**src/rtl/assert_macros.svh**
```systemverilog
// Assertion macros shared by the queue RTL.
// Depends on nothing; the checks compile away when SYNTHESIS is defined.
`ifndef ASSERT_MACROS_SVH
`define ASSERT_MACROS_SVH
`ifndef SYNTHESIS
`define UPQ_ASSERT_ALWAYS(label, clk, rst_n, expr, msg) \
  label: assert property (@(posedge clk) disable iff (!rst_n) (expr)) else $error(msg);
`define UPQ_ASSERT_IMPLIES(label, clk, rst_n, ante, cons, msg) \
  label: assert property (@(posedge clk) disable iff (!rst_n) (ante) |-> (cons)) \
    else $error(msg);
`else
`define UPQ_ASSERT_ALWAYS(label, clk, rst_n, expr, msg)
`define UPQ_ASSERT_IMPLIES(label, clk, rst_n, ante, cons, msg)
`endif
`endif

```
**src/rtl/upq_pkg.sv**
```systemverilog
// Shared types, sizes and codes for the unsorted-array min priority queue.
// Used by the cell and the top level; depends on nothing else.
package upq_pkg;

  localparam int CAPACITY = 64;
  localparam int IDX_W    = $clog2(CAPACITY);
  localparam int CNT_W    = $clog2(CAPACITY + 1);
  localparam int DATA_W   = 32;
  localparam int CFG_W    = 7;

  typedef logic signed [DATA_W-1:0] data_t;
  typedef logic [CNT_W-1:0]         cnt_t;
  typedef logic [IDX_W-1:0]         idx_t;
  typedef logic [1:0]               cell_op_t;
  typedef logic [1:0]               status_t;

  // Row-wide operations broadcast to every cell.
  localparam cell_op_t OP_HOLD   = 2'd0;
  localparam cell_op_t OP_PUSH   = 2'd1;
  localparam cell_op_t OP_POP    = 2'd2;
  localparam cell_op_t OP_BUBBLE = 2'd3;

  localparam logic FUNC_INSERT = 1'b0;
  localparam logic FUNC_REMOVE = 1'b1;

  localparam status_t ST_INSERTED = 2'd0;
  localparam status_t ST_DROPPED  = 2'd1;
  localparam status_t ST_REMOVED  = 2'd2;
  localparam status_t ST_EMPTY    = 2'd3;

  typedef struct packed {
    cell_op_t op;
    logic     arm;       // place the compare token at the last occupied cell
    idx_t     last_idx;
  } cell_ctrl_t;

endpackage

```
**src/rtl/upq_cell.sv**
```systemverilog
// One storage cell of the queue row: an entry, a compare token and a comparator.
// Depends on upq_pkg; talks only to its two neighbors and the broadcast control.
module upq_cell import upq_pkg::*; (
  input  logic       clk,
  input  logic       rst_n,
  input  cell_ctrl_t ctrl,
  input  idx_t       cell_idx,
  input  data_t      lo_val,
  input  data_t      hi_val,
  input  logic       hi_swap,
  input  logic       hi_tok,
  output data_t      val,
  output logic       swap,
  output logic       tok
);

  data_t val_r, val_nxt;
  logic  tok_r, tok_nxt;

  // The token marks the cell that compares itself with its lower neighbor this
  // cycle; the smaller of the two ends up in the lower cell.
  assign swap = tok_r && (ctrl.op == OP_BUBBLE) && ($signed(val_r) < $signed(lo_val));

  always_comb begin
    val_nxt = val_r;
    tok_nxt = 1'b0;
    if (ctrl.arm) begin
      tok_nxt = (cell_idx == ctrl.last_idx);
    end
    case (ctrl.op)
      OP_HOLD: begin
      end
      OP_PUSH: begin
        val_nxt = lo_val;
      end
      OP_POP: begin
        val_nxt = hi_val;
      end
      OP_BUBBLE: begin
        tok_nxt = hi_tok;
        if (swap) begin
          val_nxt = lo_val;
        end else if (hi_swap) begin
          val_nxt = hi_val;
        end
      end
      default: begin
      end
    endcase
  end

  always_ff @(posedge clk) begin
    val_r <= val_nxt;
  end

  always_ff @(posedge clk) begin
    if (!rst_n) begin
      tok_r <= 1'b0;
    end else begin
      tok_r <= tok_nxt;
    end
  end

  assign val = val_r;
  assign tok = tok_r;

endmodule

```
**config.mk**
```make
export PLATFORM = sky130hd
export DESIGN_NAME = upq_cell
export DESIGN_NICKNAME = d
export VERILOG_FILES = /design/src/rtl/assert_macros.svh /design/src/rtl/upq_pkg.sv /design/src/rtl/upq_cell.sv
export SDC_FILE = /design/constraint.sdc
export NUM_CORES = 1
export LEC_CHECK = 0
export BUFFER_PORTS_ARGS = -buffer_cell sky130_fd_sc_hd__buf_2
export CAP_MARGIN = 20
export CORE_MARGIN = 5
export CORE_UTILIZATION = 52
export CTS_BUF_LIST = sky130_fd_sc_hd__clkbuf_8
export DETAILED_ROUTE_END_ITERATION = 7
export GPL_TIMING_DRIVEN = 0
export PLACE_DENSITY = 0.9
export REMOVE_ABC_BUFFERS = 1
export SYNTH_ARGS = -nofsm -noshare
export SYNTH_HDL_FRONTEND = slang
export SYNTH_SLANG_ARGS = --single-unit
export TNS_END_PERCENT = 5
```
**constraint.sdc**
```tcl
create_clock -name clk -period 11.8 [get_ports clk]
set_input_delay 3.54 -clock clk [delete_from_list [all_inputs] [get_ports clk]]
set_output_delay 3.54 -clock clk [all_outputs]
set_load 0.02 [all_outputs]
```
# Word-level counts from Yosys, hierarchy flattened
# Cells that the tools add are included.
classes:
  magnitude_cmp: 1
  eq_ne: 5
  mux: 5
  reduce_logical: 4
op_table:
  columns: ["op", "n"]
  rows:
  - ["case mux 32 bit (3 select lines)", 1]
  - ["two-way mux 32 bit", 2]
  - ["less-than comparator 32 bit", 1]
  - ["== test 6 bit", 1]
  - ["== test 2 bit (second input constant)", 2]
  - ["!= test 3 bit (second input constant)", 1]
  - ["nonzero test 3 bit", 1]
  - ["== test 2 x 1 -> 1 bit (second input constant)", 1]
  - ["logical AND 1 bit", 2]
  - ["two-way mux 1 bit", 2]
  - ["AND reduction 2 bit", 1]
word_totals:
  ff_bits: 33
  in_bits: 83

# Longest topological paths before layout
# Gate-level depths: netlist of the first run.
logic_depth:
  depth_word: 5
  depth_mapped: 10
  depth_no_buf: 9

# Worst setup path after synthesis of the first run
# No wires, ideal clock.
synth_timing:
  kind: "input-to-output"
  startpoint: "input port lo_val[14]"
  endpoint: "output port swap"
  arrival_time_ns: 5.700
  t_required_ns: 8.260
  setup_slack_ns: 2.560
  stages: 9
  n_path_buf: 0
  cell_sequence: "inv_1 > ha_1 > nand4_1 > nor3_1 > or4b_1 > a31oi_2 > nor2_1 > mux2_2 > nor3b_1"
synth_between:
  elab_chain_len: 2
synth_rtl:
  columns: ["item", "line", "source"]
  rows:
  - ["from (decl)", "upq_cell.sv:8", "input data_t lo_val,"]
  - ["less-than comparator 32 bit", "upq_cell.sv:22", "assign swap = tok_r && (ctrl.op == OP_BUBBLE) && ($signed(val_r) < $signed(lo_val));"]
  - ["logical AND 1 bit", "upq_cell.sv:22", null]
  - ["to (decl)", "upq_cell.sv:13", "output logic swap,"]
# Every way passes these cells.

# Worst setup path in the final report of the first run
# Same ends and word-level chain as after synthesis.

==> implementation parameters, run 1 <==
Parameter                              Value

Status
  Result of the run    completed

STA
  Worst-case clock skew    0.008387 ns
  Actual transition at the worst max-transition pin    0.6767 ns
  Accumulated negative setup slack    0 ns
  Number of endpoints with negative hold slack in the final report    0
  Final max-slew violation count    0
  Unrepaired setup endpoints after global routing    false
  Number of setup violations in the final report    0
  Maximum achievable frequency    0.1057 GHz
  Crit path time final    9.463 ns
  Tcrit/Tclk final    80.19%
  Normalized max-slew margin    54.88%

Clock network
  Buffers inserted during post-CTS setup optimization    0
  Clock insertion delay at the later pin of the skew report    0.28 ns
  Number of CTS-inserted buffers    5
  H-tree depth    2
  Number of sinks on the clock net    33
  TritonCTS clock tree    yes
  Hold-fix buffer count after cts    0
  Maximum root-to-sink buffer count    2
  Clock root buffer master    sky130_fd_sc_hd__clkbuf_8
  Clock transition at the register clock pins on the worst setup and hold paths after CTS    0.07 ns
  Number of cells upsized or downsized after cts    0

Worst setup path
  Startpoint kind of the worst setup timing path    primary input
  Crit Path Category    in -> out
  Crit Reg-Reg Endpoint    val[15]$_DFFE_PP_
  Worst path arrival time    5.92 ns
  CP Max Fanout    3
  Depth of the worst register-to-register path    9
  Internal reg-to-reg setup slack    8.46 ns
  Launch instance of the worst register-to-register path    val[14]$_DFFE_PP_
  Capturing element type of the critical path    output port
  Crit path required time    8.26 ns

Placement
  Buffers added on ports    between 100 and 150
  Half-perimeter wire length after placement    about 4800 µm
  Total cell area at the placement stage    3060 µm²
  Routability congestion estimate from global placement    0.7299

Global route
  GRT Total Usage    18.66%
  Number of global-route vias before repair    between 2000 and 2500
  Antenna violations before repair    0
  First-pass GRT wire length    9259 µm
  Maximum number of pins on one net before global-route repair    33
  Overall overflow remaining after global route    0

Pwr
  IR drop worst, VDD    67.96 µV
  Leakage    1.642 nW
  PD cells    103.9 nW/µm²

Synthesis
  Register bit count reported by yosys    33
  Top cells by area, synth    sky130_fd_sc_hd__edfxtp_1, sky130_fd_sc_hd__mux2_4, sky130_fd_sc_hd__ha_1
  Sequential share of the synthesized area    40.75%
  Mean area per synthesized cell    11.98 µm²
  Simple-gate share of the synthesized area    around 7.4%
  Largest family of logic cells by synthesized area    multiplexers
  Post-synthesis compound-gate area fraction    6.757%
  Post-synth design cell area    ~2400 µm²
  Number of distinct standard cells referenced by the synthesized netlist    32
  Cell taking the most area after synthesis    sky130_fd_sc_hd__edfxtp_1
  Count of warnings emitted by yosys    0
  Proportion of synthesized area in mux cells    20.53%
  Post-synthesis adder-cell area fraction    about 16%
  Post-Syn Instances    about 200
  Share of Yosys cell area claimed by the top area cell type    39.92%
  Xor/xnor cell area share of the yosys netlist    2.183%

Floorplanning
  Count of standard-cell rows    24
  Starting utilization of the core area    54.54%
  Number of top-level pins    approximately 120
  Vertical die dimension    78.04 µm
  Chip Width    78.04 µm
  Core region area    4414 µm²
  Die area    6090 µm²

Layout
  Share of cells above drive strength 1    49.38%
  Antenna diodes    0
  Most common cell after layout, fill and taps aside    sky130_fd_sc_hd__buf_2
  Most frequent cells in the layout    sky130_fd_sc_hd__buf_2, sky130_fd_sc_hd__edfxtp_1, sky130_fd_sc_hd__inv_1, sky130_fd_sc_hd__ha_1, sky130_fd_sc_hd__mux2_4
  Area growth from synthesis to layout    31.34%
  Final std cell area, no fill    3162 µm²
  Post-layout net count    437

Hold path
  End of the worst hold path    val[22]$_DFFE_PP_
  Min-delay src    tok$_SDFF_PN0_
  Classification of the worst-slack hold path    reg -> reg
  Min-Delay Path Depth    2

Route
  Total number of vias    1978
  First drt pass iteration count    6
  Number of DRC markers after the initial detailed-route iteration    90
  DRC errors left    0
  Antenna-violating nets left    0
  Via-to-Cell Ratio    5.261
  Total Wirelength    5708 µm
  Average wire per standard cell    15.18 µm

Run
  Number of max-capacitance violations reported    0
[critical path, stage by stage]
cell	delay (ns)
sky130_fd_sc_hd__buf_2	0.09
sky130_fd_sc_hd__inv_1	0.04
sky130_fd_sc_hd__ha_1	0.30
sky130_fd_sc_hd__nand4_1	0.12
sky130_fd_sc_hd__nor3_1	0.29
sky130_fd_sc_hd__or4b_1	0.49
sky130_fd_sc_hd__a31oi_2	0.23
sky130_fd_sc_hd__nor2_1	0.09
sky130_fd_sc_hd__mux2_2	0.32
sky130_fd_sc_hd__nor3b_1	0.21
sky130_fd_sc_hd__buf_2	0.20
[synthesized netlist by cell type]
library cell,n
sky130_fd_sc_hd__a2111oi_0,1
sky130_fd_sc_hd__a211oi_1,1
sky130_fd_sc_hd__a21o_1,1
sky130_fd_sc_hd__a21oi_1,12
sky130_fd_sc_hd__a221oi_1,1
sky130_fd_sc_hd__a31oi_2,1
sky130_fd_sc_hd__buf_6,3
sky130_fd_sc_hd__dfxtp_1,1
sky130_fd_sc_hd__edfxtp_1,32
sky130_fd_sc_hd__ha_1,31
sky130_fd_sc_hd__inv_1,31
sky130_fd_sc_hd__mux2_2,3
sky130_fd_sc_hd__mux2_4,30
sky130_fd_sc_hd__mux2i_1,1
sky130_fd_sc_hd__nand2_1,14
sky130_fd_sc_hd__nand2b_1,2
sky130_fd_sc_hd__nand3_1,1
sky130_fd_sc_hd__nand4_1,6
sky130_fd_sc_hd__nor2_1,8
sky130_fd_sc_hd__nor2b_1,1
sky130_fd_sc_hd__nor3_1,1
sky130_fd_sc_hd__nor3b_1,1
sky130_fd_sc_hd__nor4_1,2
sky130_fd_sc_hd__o211ai_1,1
sky130_fd_sc_hd__o21a_1,1
sky130_fd_sc_hd__o21ai_0,4
sky130_fd_sc_hd__o21ai_1,1
sky130_fd_sc_hd__o22ai_1,1
sky130_fd_sc_hd__o311a_2,1
sky130_fd_sc_hd__or4b_1,1
sky130_fd_sc_hd__xnor2_1,3
sky130_fd_sc_hd__xor2_1,3
[cell families after synthesis]
logic type / Yosys count
and+or+nand+nor: 37
buffers and inverters: 34
muxes: 34
DFF: 33
adders and majority gates: 31
AOI/OAI and AO/OA: 26
xor gates and xnor gates: 6
[per-layer routing]
| layer | vias up | part of all wire, % | GRT usage (%) |
|---|---|---|---|
| li1 | 973 | - | - |
| met1 | 915 | 39 | 21.91 |
| met2 | 84 | 51 | 32.78 |
| met3 | 6 | 9.1 | 6.064 |
| met4 | 0 | 0.93 | 4.730 |
| met5 | - | 0 | 0 |
[cell type report]
class / instances / area, µm²
Multi-Input combinational cell: 134 / 1290
Fill cell: 327 / 1252
Sequential cell: 33 / 980.9
Timing Repair Buffer: 118 / 628.1
Inverter: 31 / 116.4
Clock buffer: 5 / 68.82
Tap cell: 52 / 65.06
Clock inverter: 3 / 12.51
[registers in the layout, indices dropped and copies added, names as in the netlist]
register,flops
tok,1
val,32
[power breakdown]
group          switching (mW)  internal (mW)  total, mW
Combinational          0.0521         0.0481      0.100
Sequential            0.00573          0.142      0.148
Clock                  0.0403         0.0397     0.0800
Total                  0.0982          0.230      0.328
[worst max path at each step]
stage | startpoint | endpoint | slack, ns | cells past startpoint
6_report | lo_val[14] | swap | 2.34 | 11
5_1_grt | lo_val[14] | swap | 2.13 | 11
4_1_cts | lo_val[14] | swap | 2.31 | 11
3_5_place_dp | lo_val[14] | swap | 2.33 | 11
3_3_place_gp | lo_val[14] | swap | 2.38 | 11
2_1_floorplan | lo_val[14] | swap | 2.56 | 9
[metrics by stage]
| step | util [%] | setup slack, ns | std cells | power, mW | hold WS [ns] |
|---|---|---|---|---|---|
| after detailed placement | 69.33 | 2.327 | 367 | 0.2512 | 0.9022 |
| after global placement | 68.40 | 2.382 | 366 | 0.2443 | 1.436 |
| after floorplan | - | 2.560 | 198 | 0.2115 | 1.459 |
| after CTS | 71.17 | 2.312 | 375 | 0.3313 | 0.9201 |
| after global routing | 71.63 | 2.129 | 376 | 0.3477 | 0.9766 |
| final | 71.63 | 2.337 | 376 | 0.3285 | 0.9137 |
(Power assumes the default switching activity.)
==> run 2: changes to the inputs <==
--- a/config.mk
+++ b/config.mk
@@ -5,14 +5,15 @@
 export SDC_FILE = /design/constraint.sdc
 export NUM_CORES = 1
 export LEC_CHECK = 0
+export ABC_AREA = 1
 export BUFFER_PORTS_ARGS = -buffer_cell sky130_fd_sc_hd__buf_2
 export CAP_MARGIN = 20
 export CORE_MARGIN = 5
-export CORE_UTILIZATION = 52
+export CORE_UTILIZATION = 46
 export CTS_BUF_LIST = sky130_fd_sc_hd__clkbuf_8
 export DETAILED_ROUTE_END_ITERATION = 7
 export GPL_TIMING_DRIVEN = 0
-export PLACE_DENSITY = 0.9
+export PLACE_DENSITY = 0.8
 export REMOVE_ABC_BUFFERS = 1
 export SYNTH_ARGS = -nofsm -noshare
 export SYNTH_HDL_FRONTEND = slang
==> constraint.sdc (replaced) <==
create_clock -name clk -period 7.6 [get_ports clk]
set_input_delay 2.28 -clock clk [delete_from_list [all_inputs] [get_ports clk]]
set_output_delay 2.28 -clock clk [all_outputs]
set_load 0.02 [all_outputs]
==> run 2 against run 1 <==
Utilization shrank 13 points. Combinational power increased by 90%. Routed wire length grew 51%. Largest cell class unchanged.
==> implementation parameters, run 2 <==
Parameter                              Value

Floorplanning
  Count of standard-cell rows    29 (+21%)
  Core region area    6314 µm² (+43%)
  Vertical die dimension    90.19 µm (+16%)
  Starting utilization of the core area    46.85% (-7.7 points)
  Die area    8133 µm² (+34%)
  Number of top-level pins    117 (unchanged)
  Chip Width    90.19 µm (+16%)

Worst setup path
  Capturing element type of the critical path    output port
  Crit path required time    5.32 ns (-2.94 ns)
  Launch instance of the worst register-to-register path    val[5]$_DFFE_PP_
  Cell repeated most along the worst path    sky130_fd_sc_hd__nand2_1
  Kind of cell adding the most delay to the critical path    simple AND/OR/NAND/NOR gates
  Crit-path slowest cell    sky130_fd_sc_hd__inv_2
  Cell-by-cell listing of the critical path    buf_2, inv_1, ha_1, a21oi_1, nor2_1, nor3_1, nand2_1, nand2_1, nand2_1, nand2_1, nand2_1, nand2_2, nand3_4, inv_2, buf_2
  Worst path arrival time    5.00 ns (-0.92 ns)
  Crit Path Category    in -> out
  CP Max Fanout    34 (+31)
  CP peak stage delay    0.57 ns (+0.08 ns)
  First element of the critical path    lo_val[5]
  Startpoint kind of the worst setup timing path    primary input
  Buf/Inv on CP    4 (+1)

Layout
  Area growth from synthesis to layout    24.92%
  Most common cell after layout, fill and taps aside    sky130_fd_sc_hd__buf_2
  Final instance count without filler cells    581 (+55%)
  Final cell utilization of the core    58.52% (-13 points)
  Most frequent cells in the layout    sky130_fd_sc_hd__buf_2, sky130_fd_sc_hd__nand2_1, sky130_fd_sc_hd__inv_1, sky130_fd_sc_hd__nand3_1, sky130_fd_sc_hd__edfxtp_1
  Post-layout net count    617 (+41%)
  Share of cells above drive strength 1    25.79% (-24 points)
  Final std cell area, no fill    3695 µm² (+17%)
  Antenna diodes    0 (unchanged)
  Flip-flop count of the largest register, all copies and words added    32 (unchanged)

Global route
  Overall overflow remaining after global route    0 (unchanged)
  First-pass GRT wire length    14300 µm (+54%)
  Antenna violations before repair    0 (unchanged)
  Maximum number of pins on one net before global-route repair    56 (+70%)
  GRT Total Usage    20.91% (+2.2 points)
  Number of global-route vias before repair    3281 (+58%)

STA
  Actual transition at the worst max-transition pin    0.8807 ns (+0.2040 ns)
  Maximum achievable frequency    0.1373 GHz
  Final max-slew violation count    0 (unchanged)
  Accumulated negative setup slack    0 ns (unchanged)
  Number of setup violations in the final report    0 (unchanged)
  Worst hold slack across all endpoints    0.8564 ns (-0.05729 ns)
  Number of endpoints with negative hold slack in the final report    0 (unchanged)
  Worst-case clock skew    0.008472 ns (+0.00008559 ns)
  Crit path time final    7.284 ns
  Unrepaired setup endpoints after global routing    false
  Normalized max-slew margin    41.22% (-14 points)
  Slack of the critical path    0.3161 ns (-2.021 ns)
  Tcrit/Tclk final    95.84%

Synthesis
  Cell taking the most area after synthesis    sky130_fd_sc_hd__edfxtp_1
  Register bit count reported by yosys    33 (unchanged)
  Leading post-synthesis cells by instance count    sky130_fd_sc_hd__nand2_1, sky130_fd_sc_hd__inv_1, sky130_fd_sc_hd__nand3_1, sky130_fd_sc_hd__edfxtp_1, sky130_fd_sc_hd__ha_1
  Async set or reset register ratio after synthesis    0% (unchanged)
  Most frequently used flop master after synthesis    sky130_fd_sc_hd__edfxtp_1
  Post-Syn Instances    398 (+98%)
  Mean area per synthesized cell    7.432 µm² (-38%)
  Most frequent cell after synthesis    sky130_fd_sc_hd__nand2_1
  Share of Yosys cell area claimed by the top area cell type    32.49% (-7.4 points)
  Number of distinct standard cells referenced by the synthesized netlist    25 (-22%)
  Number of flops mapped to enable cells by yosys    32 (unchanged)
  Sequential share of the synthesized area    33.16% (-7.6 points)
  Top cells by area, synth    sky130_fd_sc_hd__edfxtp_1, sky130_fd_sc_hd__ha_1, sky130_fd_sc_hd__nand2_1
  Post-synth design cell area    2958 µm² (+23%)
  Count of warnings emitted by yosys    0 (unchanged)

Clock network
  TritonCTS clock tree    yes
  Clock insertion delay at the later pin of the skew report    0.28 ns (about the same)
  H-tree depth    2 (unchanged)
  Number of sinks on the clock net    33 (unchanged)
  Hold-fix buffer count after cts    0 (unchanged)
  Maximum root-to-sink buffer count    2 (unchanged)
  Buffers inserted during post-CTS setup optimization    0 (unchanged)
  Clock transition at the register clock pins on the worst setup and hold paths after CTS    0.07 ns (about the same)
  Clock root buffer master    sky130_fd_sc_hd__clkbuf_8
  Number of CTS-inserted buffers    5 (unchanged)

Route
  Antenna-violating nets left    0 (unchanged)
  DRC errors left    0 (unchanged)
  Total Wirelength    8624 µm (+51%)
  Total number of vias    3093 (+56%)
  Number of DRC markers after the initial detailed-route iteration    99 (+10%)
  Via-to-Cell Ratio    5.324 (+1.2%)
  First drt pass iteration count    4 (-2)
  Average wire per standard cell    14.84 µm (-2.2%)

Pwr
  IR drop worst, VDD    74.40 µV (+9.5%)
  Total power    555.5 µW (+69%)
  PD cells    150.3 nW/µm² (+45%)
  Leakage    1.929 nW (+17%)

Run
  Number of max-capacitance violations reported    0 (unchanged)

Placement
  Half-perimeter wire length after placement    6110 µm (+28%)
  Post-placement cell count    572 (+56%)
  Place WS    -0.2597 ns (-2.586 ns)
  Routability congestion estimate from global placement    0.7965 (+9.1%)
  Buffers added on ports    116 (unchanged)
  Total cell area at the placement stage    3581 µm² (+17%)

Status
  Result of the run    completed

Hold path
  Min-delay src    tok$_SDFF_PN0_
  Classification of the worst-slack hold path    reg -> reg
-- run 2: routing by layer --
metal,track usage (%),up-vias,wire length (µm)
met1,24.84,1407,3581
li1,-,1560,-
met4,6.576,0,112
met2,37.50,115,4249
met5,0,-,0
met3,4.257,11,680
-- run 2: cell type report --
class | instances | area, µm²
clock buffer | 5 | 68.82
sequential | 33 | 980.9
timing repair buffer | 118 | 638.1
tap | 77 | 96.34
fill | 593 | 2619
inverter | 70 | 262.8
multi-input combinational | 275 | 1635
clock inverter | 3 | 12.51
-- run 2: logic make-up (layout without fill, tap and decap cells) --
family	count (synthesis)	in the layout	share of synthesized area (%)
AND/OR/NAND/NOR	183	183	30.03
buffers and inverters	90	196	12.01
AO/OA/AOI/OAI	56	56	10.19
flip-flops	33	33	33.16
adder cells (fa/ha/maj)	31	31	13.11
XOR/XNOR	5	5	1.481
-- run 2: worst paths after layout --
kind	end	slack (ns)	cells past startpoint
setup / recovery	swap	0.32	15
hold / removal	val[16]$_DFFE_PP_	0.86	5
setup reg to reg	val[7]$_DFFE_PP_	4.21	13
hold reg to reg	val[16]$_DFFE_PP_	0.86	5
-- run 2: repair_timing --
item,in CTS,in global routing
pin swaps,0,0
setup endpoints to repair,1,1
resized for setup,1,1
-- run 2: power breakdown --
part | internal [mW] | total [mW] | leakage (nW) | switching (mW)
registers | 0.223 | 0.234 | 0.336 | 0.0102
clock network | 0.0618 | 0.132 | 0.0430 | 0.0699
logic | 0.0733 | 0.190 | 1.55 | 0.117
total | 0.359 | 0.555 | 1.93 | 0.197
-- run 2: worst min-delay path: stages (launching register included) --
cell and delay [ns]:
sky130_fd_sc_hd__dfxtp_1 0.32, sky130_fd_sc_hd__inv_1 0.06, sky130_fd_sc_hd__nor2_2 0.13, sky130_fd_sc_hd__nand4_1 0.12, sky130_fd_sc_hd__nand3_1 0.07, sky130_fd_sc_hd__nand2_1 0.05
